`config.mk`:
```
export PLATFORM = sky130hd
export DESIGN_NAME = scancode_set1_to_ascii_unit_flat
export DESIGN_NICKNAME = d
export VERILOG_FILES = /design/src/hdl/scs1a_pkg.sv /design/src/hdl/scs1a_in_if.sv /design/src/hdl/scs1a_out_if.sv /design/src/hdl/scancode_set1_to_ascii_unit.sv /design/src/hdl/scs1a_rom.sv /design/src/hdl/scs1a_dec.sv /design/src/flat_wrapper.sv
export SDC_FILE = /design/constraint.sdc
export NUM_CORES = 1
export LEC_CHECK = 0
export BUFFER_PORTS_ARGS = -buffer_cell sky130_fd_sc_hd__buf_2
export CAP_MARGIN = 20
export CORE_MARGIN = 5
export CORE_UTILIZATION = 50
export CTS_CLUSTER_DIAMETER = 80
export DETAILED_ROUTE_END_ITERATION = 12
export PLACE_DENSITY_LB_ADDON = 0.12
export SETUP_SLACK_MARGIN = 0.15
export SLEW_MARGIN = 0
export SYNTH_ARGS = -nofsm -noshare
export SYNTH_HDL_FRONTEND = slang
export SYNTH_HIERARCHICAL = 1
export SYNTH_SLANG_ARGS = --single-unit
```
`constraint.sdc`:
```
create_clock -name clk -period 4.5 [get_ports clk]
set_input_delay 0.225 -clock clk [delete_from_list [all_inputs] [get_ports clk]]
set_output_delay 0.225 -clock clk [all_outputs]
set_load 0.005 [all_outputs]
```
`src/hdl/scs1a_pkg.sv`:
```
// ============================================================================
// scs1a_pkg: shared types, codes and keymap for the scan code set 1 decoder
// Holds the key code constants, the keymap table and the structs that pass
// between the decoder's modules.
// ============================================================================
package scs1a_pkg;

  localparam int ByteW = 8;
  localparam int CharW = 7;
  localparam int RowAddrW = 6;

  localparam logic [ByteW-1:0] CodePrefix = 8'hE0;
  localparam logic [ByteW-1:0] CodeLimit  = 8'h3B;
  localparam logic [ByteW-1:0] KeyLCtrl   = 8'h1D;
  localparam logic [ByteW-1:0] KeyLShift  = 8'h2A;
  localparam logic [ByteW-1:0] KeyRShift  = 8'h36;
  localparam logic [ByteW-1:0] KeyAlt     = 8'h38;
  localparam logic [ByteW-1:0] KeyCaps    = 8'h3A;
  localparam logic [ByteW-1:0] KeyLastDigit = 8'h0E;

  // One keymap row: the plain character and the shifted character.
  typedef struct packed {
    logic [CharW-1:0] plain;
    logic [CharW-1:0] shifted;
  } kmap_row_t;

  // A scan code waiting in the decode stage.
  typedef struct packed {
    logic             ext;
    logic [ByteW-1:0] code;
  } scan_item_t;

  // What the decode stage reports to the pipeline control.
  typedef struct packed {
    logic             emit;
    logic [CharW-1:0] ascii_char;
    logic             ctrl_held;
    logic             alt_held;
  } dec_result_t;

  // Keymap contents. Rows for modifier keys and unused codes are all zero.
  function automatic kmap_row_t keymap_row(input logic [RowAddrW-1:0] addr);
    kmap_row_t row;
    row = '{plain: 7'h00, shifted: 7'h00};
    case (addr)
      6'd1:  row = '{plain: 7'h1B, shifted: 7'h1B};
      6'd2:  row = '{plain: 7'h31, shifted: 7'h21};
      6'd3:  row = '{plain: 7'h32, shifted: 7'h40};
      6'd4:  row = '{plain: 7'h33, shifted: 7'h23};
      6'd5:  row = '{plain: 7'h34, shifted: 7'h24};
      6'd6:  row = '{plain: 7'h35, shifted: 7'h25};
      6'd7:  row = '{plain: 7'h36, shifted: 7'h5E};
      6'd8:  row = '{plain: 7'h37, shifted: 7'h26};
      6'd9:  row = '{plain: 7'h38, shifted: 7'h2A};
      6'd10: row = '{plain: 7'h39, shifted: 7'h28};
      6'd11: row = '{plain: 7'h30, shifted: 7'h29};
      6'd12: row = '{plain: 7'h2D, shifted: 7'h5F};
      6'd13: row = '{plain: 7'h3D, shifted: 7'h2B};
      6'd14: row = '{plain: 7'h08, shifted: 7'h08};
      6'd15: row = '{plain: 7'h09, shifted: 7'h09};
      6'd16: row = '{plain: 7'h71, shifted: 7'h51};
      6'd17: row = '{plain: 7'h77, shifted: 7'h57};
      6'd18: row = '{plain: 7'h65, shifted: 7'h45};
      6'd19: row = '{plain: 7'h72, shifted: 7'h52};
      6'd20: row = '{plain: 7'h74, shifted: 7'h54};
      6'd21: row = '{plain: 7'h79, shifted: 7'h59};
      6'd22: row = '{plain: 7'h75, shifted: 7'h55};
      6'd23: row = '{plain: 7'h69, shifted: 7'h49};
      6'd24: row = '{plain: 7'h6F, shifted: 7'h4F};
      6'd25: row = '{plain: 7'h70, shifted: 7'h50};
      6'd26: row = '{plain: 7'h5B, shifted: 7'h7B};
      6'd27: row = '{plain: 7'h5D, shifted: 7'h7D};
      6'd28: row = '{plain: 7'h0D, shifted: 7'h0D};
      6'd30: row = '{plain: 7'h61, shifted: 7'h41};
      6'd31: row = '{plain: 7'h73, shifted: 7'h53};
      6'd32: row = '{plain: 7'h64, shifted: 7'h44};
      6'd33: row = '{plain: 7'h66, shifted: 7'h46};
      6'd34: row = '{plain: 7'h67, shifted: 7'h47};
      6'd35: row = '{plain: 7'h68, shifted: 7'h48};
      6'd36: row = '{plain: 7'h6A, shifted: 7'h4A};
      6'd37: row = '{plain: 7'h6B, shifted: 7'h4B};
      6'd38: row = '{plain: 7'h6C, shifted: 7'h4C};
      6'd39: row = '{plain: 7'h3B, shifted: 7'h3A};
      6'd40: row = '{plain: 7'h27, shifted: 7'h22};
      6'd41: row = '{plain: 7'h60, shifted: 7'h7E};
      6'd43: row = '{plain: 7'h5C, shifted: 7'h7C};
      6'd44: row = '{plain: 7'h7A, shifted: 7'h5A};
      6'd45: row = '{plain: 7'h78, shifted: 7'h58};
      6'd46: row = '{plain: 7'h63, shifted: 7'h43};
      6'd47: row = '{plain: 7'h76, shifted: 7'h56};
      6'd48: row = '{plain: 7'h62, shifted: 7'h42};
      6'd49: row = '{plain: 7'h6E, shifted: 7'h4E};
      6'd50: row = '{plain: 7'h6D, shifted: 7'h4D};
      6'd51: row = '{plain: 7'h2C, shifted: 7'h3C};
      6'd52: row = '{plain: 7'h2E, shifted: 7'h3E};
      6'd53: row = '{plain: 7'h2F, shifted: 7'h3F};
      6'd55: row = '{plain: 7'h2A, shifted: 7'h2A};
      6'd57: row = '{plain: 7'h20, shifted: 7'h20};
      default: row = '{plain: 7'h00, shifted: 7'h00};
    endcase
    return row;
  endfunction

endpackage

```
`src/hdl/scs1a_in_if.sv`:
```
// ============================================================================
// scs1a_in_if: scan byte channel
// Valid/ready channel that carries one raw scan code byte per beat.
// ============================================================================
interface scs1a_in_if;
  logic                           valid;
  logic                           ready;
  logic [scs1a_pkg::ByteW-1:0]    scan_byte;

  modport source (output valid, output scan_byte, input ready);
  modport sink (input valid, input scan_byte, output ready);
endinterface

```
`src/hdl/scs1a_out_if.sv`:
```
// ============================================================================
// scs1a_out_if: decoded character channel
// Valid/ready channel that carries one character and the modifier flags.
// ============================================================================
interface scs1a_out_if;
  logic                           valid;
  logic                           ready;
  logic [scs1a_pkg::CharW-1:0]    ascii_char;
  logic                           ctrl_held;
  logic                           alt_held;

  modport source (output valid, output ascii_char, output ctrl_held, output alt_held,
                  input ready);
  modport sink (input valid, input ascii_char, input ctrl_held, input alt_held,
                output ready);
endinterface

```
`src/hdl/scancode_set1_to_ascii_unit.sv`:
```
// ============================================================================
// scancode_set1_to_ascii_unit: scan code set 1 to ASCII decoder
// Turns raw keyboard bytes into characters tagged with the ctrl and alt state.
// ============================================================================
// The unit takes one set 1 scan code byte per beat on in_beat and delivers at
// most one character per byte on out_beat. It accepts a byte every cycle as
// long as characters drain. The keymap ROM is read at the edge that takes the
// byte, and the decoded character is loaded into the output register once the
// decode stage retires it, so each character passes the ROM register and then
// the output register before it shows on out_beat. When a character waits
// in the output register with out_beat.ready low, a following byte that also
// makes a character holds in the decode stage and in_beat.ready drops until
// the output register frees; bytes that make no character keep flowing. A 0xE0
// prefix never produces a character: it only marks the next byte as extended.
// Break codes release ctrl, shift and alt; make codes of modifiers set them,
// and caps lock toggles on each make. Every character carries the ctrl and alt
// state seen when it was decoded. Unknown codes are dropped silently.
module scancode_set1_to_ascii_unit (
  input  logic         clk,
  input  logic         rst_n,
  scs1a_in_if.sink     in_beat,
  scs1a_out_if.source  out_beat
);

  // Prefix tracking happens at the input, since it depends on bytes alone.
  logic ext_pending_r;

  // Decode stage: the byte whose keymap row is being read.
  logic                   s1_valid_r;
  scs1a_pkg::scan_item_t  s1_item_r;
  scs1a_pkg::kmap_row_t   s1_row;
  scs1a_pkg::dec_result_t dec;

  // Output register, which lets a new byte enter while a character waits.
  logic                          out_valid_r;
  logic [scs1a_pkg::CharW-1:0]   out_char_r;
  logic                          out_ctrl_r;
  logic                          out_alt_r;

  logic in_fire, out_free, s1_go, is_prefix;

  assign out_free  = !out_valid_r || out_beat.ready;
  // A decoded item that makes no character never needs the output register.
  assign s1_go     = s1_valid_r && (!dec.emit || out_free);
  assign in_beat.ready = !s1_valid_r || s1_go;
  assign in_fire   = in_beat.valid && in_beat.ready;
  assign is_prefix = (in_beat.scan_byte == scs1a_pkg::CodePrefix);

  // The ROM only loads when a byte is taken, so its row holds during a stall.
  scs1a_rom u_rom (
    .clk     (clk),
    .rd_en   (in_fire),
    .rd_addr (in_beat.scan_byte[scs1a_pkg::RowAddrW-1:0]),
    .rd_row  (s1_row)
  );

  scs1a_dec u_dec (
    .clk    (clk),
    .rst_n  (rst_n),
    .item   (s1_item_r),
    .row    (s1_row),
    .retire (s1_go),
    .result (dec)
  );

  always_ff @(posedge clk) begin
    if (!rst_n) begin
      ext_pending_r <= 1'b0;
      s1_valid_r    <= 1'b0;
    end else begin
      if (in_fire) begin
        // A repeated prefix keeps the flag set; any other byte clears it.
        ext_pending_r <= is_prefix;
        s1_valid_r    <= !is_prefix;
      end else if (s1_go) begin
        s1_valid_r <= 1'b0;
      end
    end
  end

  always_ff @(posedge clk) begin
    if (in_fire) begin
      s1_item_r.ext  <= ext_pending_r;
      s1_item_r.code <= in_beat.scan_byte;
    end
  end

  always_ff @(posedge clk) begin
    if (!rst_n) begin
      out_valid_r <= 1'b0;
    end else if (s1_go && dec.emit) begin
      out_valid_r <= 1'b1;
    end else if (out_beat.ready) begin
      out_valid_r <= 1'b0;
    end
  end

  always_ff @(posedge clk) begin
    if (s1_go && dec.emit) begin
      out_char_r <= dec.ascii_char;
      out_ctrl_r <= dec.ctrl_held;
      out_alt_r  <= dec.alt_held;
    end
  end

  assign out_beat.valid      = out_valid_r;
  assign out_beat.ascii_char = out_char_r;
  assign out_beat.ctrl_held  = out_ctrl_r;
  assign out_beat.alt_held   = out_alt_r;

endmodule

```
`src/hdl/scs1a_rom.sv`:
```
// ============================================================================
// scs1a_rom: keymap ROM
// Synchronous ROM of 64 rows, addressed by the low six bits of the code; read
// data is registered on a read enable and holds until the next one.
// ============================================================================
module scs1a_rom (
  input  logic                              clk,
  input  logic                              rd_en,
  input  logic [scs1a_pkg::RowAddrW-1:0]    rd_addr,
  output scs1a_pkg::kmap_row_t              rd_row
);

  localparam int Depth = 2 ** scs1a_pkg::RowAddrW;

  scs1a_pkg::kmap_row_t rom_mem [Depth];
  scs1a_pkg::kmap_row_t rd_row_r;

  // The table is fixed, so the array is built from the package function.
  always_comb begin
    for (int i = 0; i < Depth; i++) begin
      rom_mem[i] = scs1a_pkg::keymap_row(scs1a_pkg::RowAddrW'(i));
    end
  end

  always_ff @(posedge clk) begin
    if (rd_en) begin
      rd_row_r <= rom_mem[rd_addr];
    end
  end

  assign rd_row = rd_row_r;

endmodule

```
`src/hdl/scs1a_dec.sv`:
```
// ============================================================================
// scs1a_dec: modifier state and character decode
// Holds the ctrl, shift, alt and caps lock flags, picks the keymap column and
// updates the flags when the pipeline retires an item.
// ============================================================================
module scs1a_dec (
  input  logic                  clk,
  input  logic                  rst_n,
  input  scs1a_pkg::scan_item_t item,
  input  scs1a_pkg::kmap_row_t  row,
  input  logic                  retire,
  output scs1a_pkg::dec_result_t result
);

  logic ctrl_r, shift_r, alt_r, caps_r;
  logic ctrl_nxt, shift_nxt, alt_nxt, caps_nxt;

  logic [scs1a_pkg::ByteW-1:0] code;
  logic [6:0]                  low7;
  logic                        brk, ext, known, shift_only, col;
  logic                        is_ctrl, is_shift, is_alt, is_caps;
  logic [scs1a_pkg::CharW-1:0] ch;

  assign code = item.code;
  assign ext  = item.ext;
  assign brk  = code[7];
  assign low7 = code[6:0];

  always_comb begin
    // Ctrl, alt and shift match with the break bit removed; caps lock only as a make.
    is_ctrl  = (low7 == scs1a_pkg::KeyLCtrl[6:0]);
    is_alt   = (low7 == scs1a_pkg::KeyAlt[6:0]);
    is_shift = !ext && ((low7 == scs1a_pkg::KeyLShift[6:0]) ||
                        (low7 == scs1a_pkg::KeyRShift[6:0]));
    is_caps  = !ext && !brk && (code == scs1a_pkg::KeyCaps);

    if (ext) begin
      known = (code == scs1a_pkg::KeyAlt) || (code == scs1a_pkg::KeyLCtrl);
    end else begin
      known = (code != '0) && (code < scs1a_pkg::CodeLimit);
    end

    // Digits and punctuation follow shift only; letters follow shift XOR caps.
    shift_only = !ext && ((code < scs1a_pkg::KeyLastDigit) ||
                 (code == 8'h1A) || (code == 8'h1B) || (code == 8'h27) ||
                 (code == 8'h28) || (code == 8'h29) || (code == 8'h2B) ||
                 (code == 8'h33) || (code == 8'h34) || (code == 8'h35));
    col = shift_only ? shift_r : (shift_r ^ caps_r);
    ch  = col ? row.shifted : row.plain;

    ctrl_nxt  = ctrl_r;
    shift_nxt = shift_r;
    alt_nxt   = alt_r;
    caps_nxt  = caps_r;

    result.emit       = 1'b0;
    result.ascii_char = ch;
    result.ctrl_held  = ctrl_r;
    result.alt_held   = alt_r;

    if (brk) begin
      if (is_ctrl) begin
        ctrl_nxt = 1'b0;
      end else if (is_shift) begin
        shift_nxt = 1'b0;
      end else if (is_alt) begin
        alt_nxt = 1'b0;
      end
    end else if (known) begin
      if (ch != '0) begin
        result.emit = 1'b1;
      end else if (is_ctrl) begin
        ctrl_nxt = 1'b1;
      end else if (is_shift) begin
        shift_nxt = 1'b1;
      end else if (is_alt) begin
        alt_nxt = 1'b1;
      end else if (is_caps) begin
        caps_nxt = !caps_r;
      end
    end
  end

  always_ff @(posedge clk) begin
    if (!rst_n) begin
      ctrl_r  <= 1'b0;
      shift_r <= 1'b0;
      alt_r   <= 1'b0;
      caps_r  <= 1'b0;
    end else if (retire) begin
      ctrl_r  <= ctrl_nxt;
      shift_r <= shift_nxt;
      alt_r   <= alt_nxt;
      caps_r  <= caps_nxt;
    end
  end

endmodule
```
`src/flat_wrapper.sv`:
```
// flat-port wrapper written by rule: the top's interface ports become plain ports
module scancode_set1_to_ascii_unit_flat 
  (clk, rst_n, in_beat_valid, in_beat_scan_byte, in_beat_ready, out_beat_valid, out_beat_ascii_char, out_beat_ctrl_held, out_beat_alt_held, out_beat_ready);
  scs1a_in_if in_beat_i ();
  scs1a_out_if out_beat_i ();
  input  logic clk;
  input  logic rst_n;
  input wire logic [$bits(in_beat_i.valid)-1:0] in_beat_valid;
  input wire logic [$bits(in_beat_i.scan_byte)-1:0] in_beat_scan_byte;
  output wire logic [$bits(in_beat_i.ready)-1:0] in_beat_ready;
  output wire logic [$bits(out_beat_i.valid)-1:0] out_beat_valid;
  output wire logic [$bits(out_beat_i.ascii_char)-1:0] out_beat_ascii_char;
  output wire logic [$bits(out_beat_i.ctrl_held)-1:0] out_beat_ctrl_held;
  output wire logic [$bits(out_beat_i.alt_held)-1:0] out_beat_alt_held;
  input wire logic [$bits(out_beat_i.ready)-1:0] out_beat_ready;
  assign in_beat_i.valid = in_beat_valid;
  assign in_beat_i.scan_byte = in_beat_scan_byte;
  assign in_beat_ready = in_beat_i.ready;
  assign out_beat_valid = out_beat_i.valid;
  assign out_beat_ascii_char = out_beat_i.ascii_char;
  assign out_beat_ctrl_held = out_beat_i.ctrl_held;
  assign out_beat_alt_held = out_beat_i.alt_held;
  assign out_beat_i.ready = out_beat_ready;
  scancode_set1_to_ascii_unit u_core (.clk(clk), .rst_n(rst_n), .in_beat(in_beat_i), .out_beat(out_beat_i));
endmodule
```
==> flow_summary.toml <==
[layout]
nets = 366
utilization_pct = 54.9
multi_input_area_mm2 = 0.00182
diodes = 0
area_growth_pct = 5.33
layout-drive-gt1-share_pct = 17.9
n_fill_cell = 543
regArea_mm2 = 0.00110
largest_register_ffs = 14

[clock_network]
cts_tree = "built"
htree_levels = 2
clock-root-buffer = "clkbuf_8"
hold_buffers = 0
clock_path_buffers = 2
cts_setup_buffers = 0
cts-buffers-inserted = 5
ctsResizeCount = 0
clk-insertion-delay-late_ps = 290
numClockSinks = 39
clk_pin_slew_ps = 80

[power_and_ir_drop]
p_per_area_mw_per_mm2 = 274
p_leak_nw = 1.22
peakVddDrop_mv = 0.210

[placement]
io_buffers = 22
place_ws_ps = 1210
place_hpwl_um = 4880
gp_congestion = 0.854

[sta]
slew_viol_final = 0
hold_violations = 0
clock.fmax_ghz = 0.302
grt_setup_unrepaired = "false"
final.period_utilization_pct = 73.7
clock_skew_ps = 7.73
hold_slack_ps = 122
finalSetupTns_ps = 0
relSlewSlack_pct = 41.8
setup_slack_ps = 1180
worst_pin_slew_ps = 874
post-route-min-period_ps = 3320
setup_viol = 0

[route]
ant_nets = 0
drc = 0
drt-total-wl_um = 6990
avgRoutedWirePerCell_um = 16.8
vias = 2606
vias_per_cell = 6.26
dr.first_iter.drc_count = 221
firstDrtPassIters = 5

[yosys]
ys_ff_latch = 39
synth.top_cells.by_count = "edfxtp_1 (32), nor2_1 (22), o21ai_0 (22), nand2_1 (21), a21oi_1 (19)"
synth_edf_count = 32
ys_top_cells_by_area = "edfxtp_1 (31%), ha_1 (5.6%), dfxtp_1 (4.5%)"
yosysMostFrequentCell = "edfxtp_1"
netlist_instances = 339
synth_area_mm2 = 0.00312
synth_fp_nets = 365
yosysTopAreaCell = "edfxtp_1"
dominantRegCellSynth = "edfxtp_1"
synth_top_area_share_pct = 30.8
ys_seq_area_share_pct = 35.2
synthArstFlopShare_pct = 0
ys_warn_count = 6
syn_avg_cell_area_um2 = 9.22
synth_cell_type_count = 74

[setup_path]
path_cells = "nand2b_1 > a211oi_2 > a31oi_2 > o2bb2ai_1 > a211oi_2 > nor2_1 > nor3_1 > a21boi_0 > and3_1 > a31oi_1 > nand3_1 > nor3_1 > a21o_1"
required_ps = 4740
crit_slowest_cell = "edfxtp_1"
critical_path_class = "register to register"
crit_path_max_incr_delay_ps = 530
cp.arrival_ps = 3560
cp-start-kind = "register"
crit_fanout = 11
cp-end-kind = "register"

[global_routing]
grt_max_degree = 53
grt_overflow = 0
grt_pass1_wl_um = 12000
grt_use_total_pct = 19.1
grt_antenna_before_repair = 0
grt_pass1_vias = 2366

[floorplan]
placement_rows = 28
core_mm2 = 0.00599
dieHeight_um = 89.0
initial_utilization_pct = 52.2
io_pins = 23
die_w_um = 89.0
dieArea_mm2 = 0.00793

[flow_run]
drv_cap = 0

[min_path]
hold_path_class = "primary input to register"

[status]
status = "finished, final reports clean"
[power by group]
group          internal (W)  switching, W
logic             0.0000675      0.000104
clock network      0.000165      0.000125
registers          0.000419     0.0000208
[routing by layer]
metal	global-route usage [%]	share of wire [%]
met1	28.9	50
met2	29.0	45
met3	2.76	5.4
met4	4.06	0.52
met5	0	0
[cells in the final DEF, fill, tap and decap left out, types with 3 or more instances in the layout]
| master | count |
|---|---|
| edfxtp_1 | 32 |
| buf_2 | 22 |
| o21ai_0 | 22 |
| nand2_1 | 21 |
| nor2_1 | 21 |
| a21oi_1 | 19 |
| ha_1 | 14 |
| inv_1 | 11 |
| nand2b_1 | 11 |
| mux2_2 | 10 |
| nor2b_1 | 9 |
| nor3_1 | 9 |
| dfxtp_1 | 7 |
| o22ai_1 | 7 |
| a21o_1 | 6 |
| o211ai_1 | 6 |
| nand3_1 | 6 |
| a31oi_1 | 6 |
| clkbuf_8 | 5 |
| mux2i_1 | 5 |
| o21ai_1 | 4 |
| and3_1 | 4 |
| or3_1 | 4 |
| a221oi_1 | 4 |
| nand4_1 | 3 |
| o21a_1 | 3 |
| or2_2 | 3 |
| nor4_1 | 3 |
| a211oi_1 | 3 |
[cell families (layout without fill, tap and decap cells)]
| family | Yosys count | after routing | synth area share, % |
|---|---|---|---|
| and+or+nand+nor | 113 | 113 | 20.6 |
| AOI/OAI and AO/OA | 111 | 111 | 24.6 |
| buffers and inverters | 42 | 44 | 6.69 |
| DFF | 39 | 39 | 35.2 |
| muxes | 17 | 17 | 6.17 |
| adders and majority gates | 14 | 14 | 5.61 |
| xor gates and xnor gates | 3 | 3 | 1.08 |
[final cells by class]
cell class	instances	area share [%]
clock buffer	5	2.09
clock inverter	3	1.33
inverter	13	1.48
multi-input combinational	258	55.2
sequential	39	33.5
tap	75	2.85
timing repair buffer	23	3.57
[metrics by stage]
stage               cells  cell area (µm²)  total power, W
floorplan             339             3120        0.000574
global placement      408             3180        0.000615
detailed placement    408             3180        0.000616
CTS                   416             3290        0.000905
global route          416             3290        0.000949
finish                416             3290        0.000902
[final timing paths]
kind | startpoint | to | slack (ps) | cells after the start
max | u_core/s1_item_r[5] | u_core/u_dec/alt_r | 1180 | 13
max reg2reg | u_core/s1_item_r[5] | u_core/u_dec/alt_r | 1180 | 13
min reg2reg | u_core/ext_pending_r | u_core/s1_item_r[8] | 430 | 0
min | in_beat_scan_byte[6] | u_core/s1_item_r[6] | 120 | 1
[worst max-delay path, delay by kind of cell (launching register included)]
family	cells	cell delay [ps]
AOI/OAI and AO/OA	7	1550
DFF	1	530
and+or+nand+nor	6	1210
(Power assumes the default switching activity.)
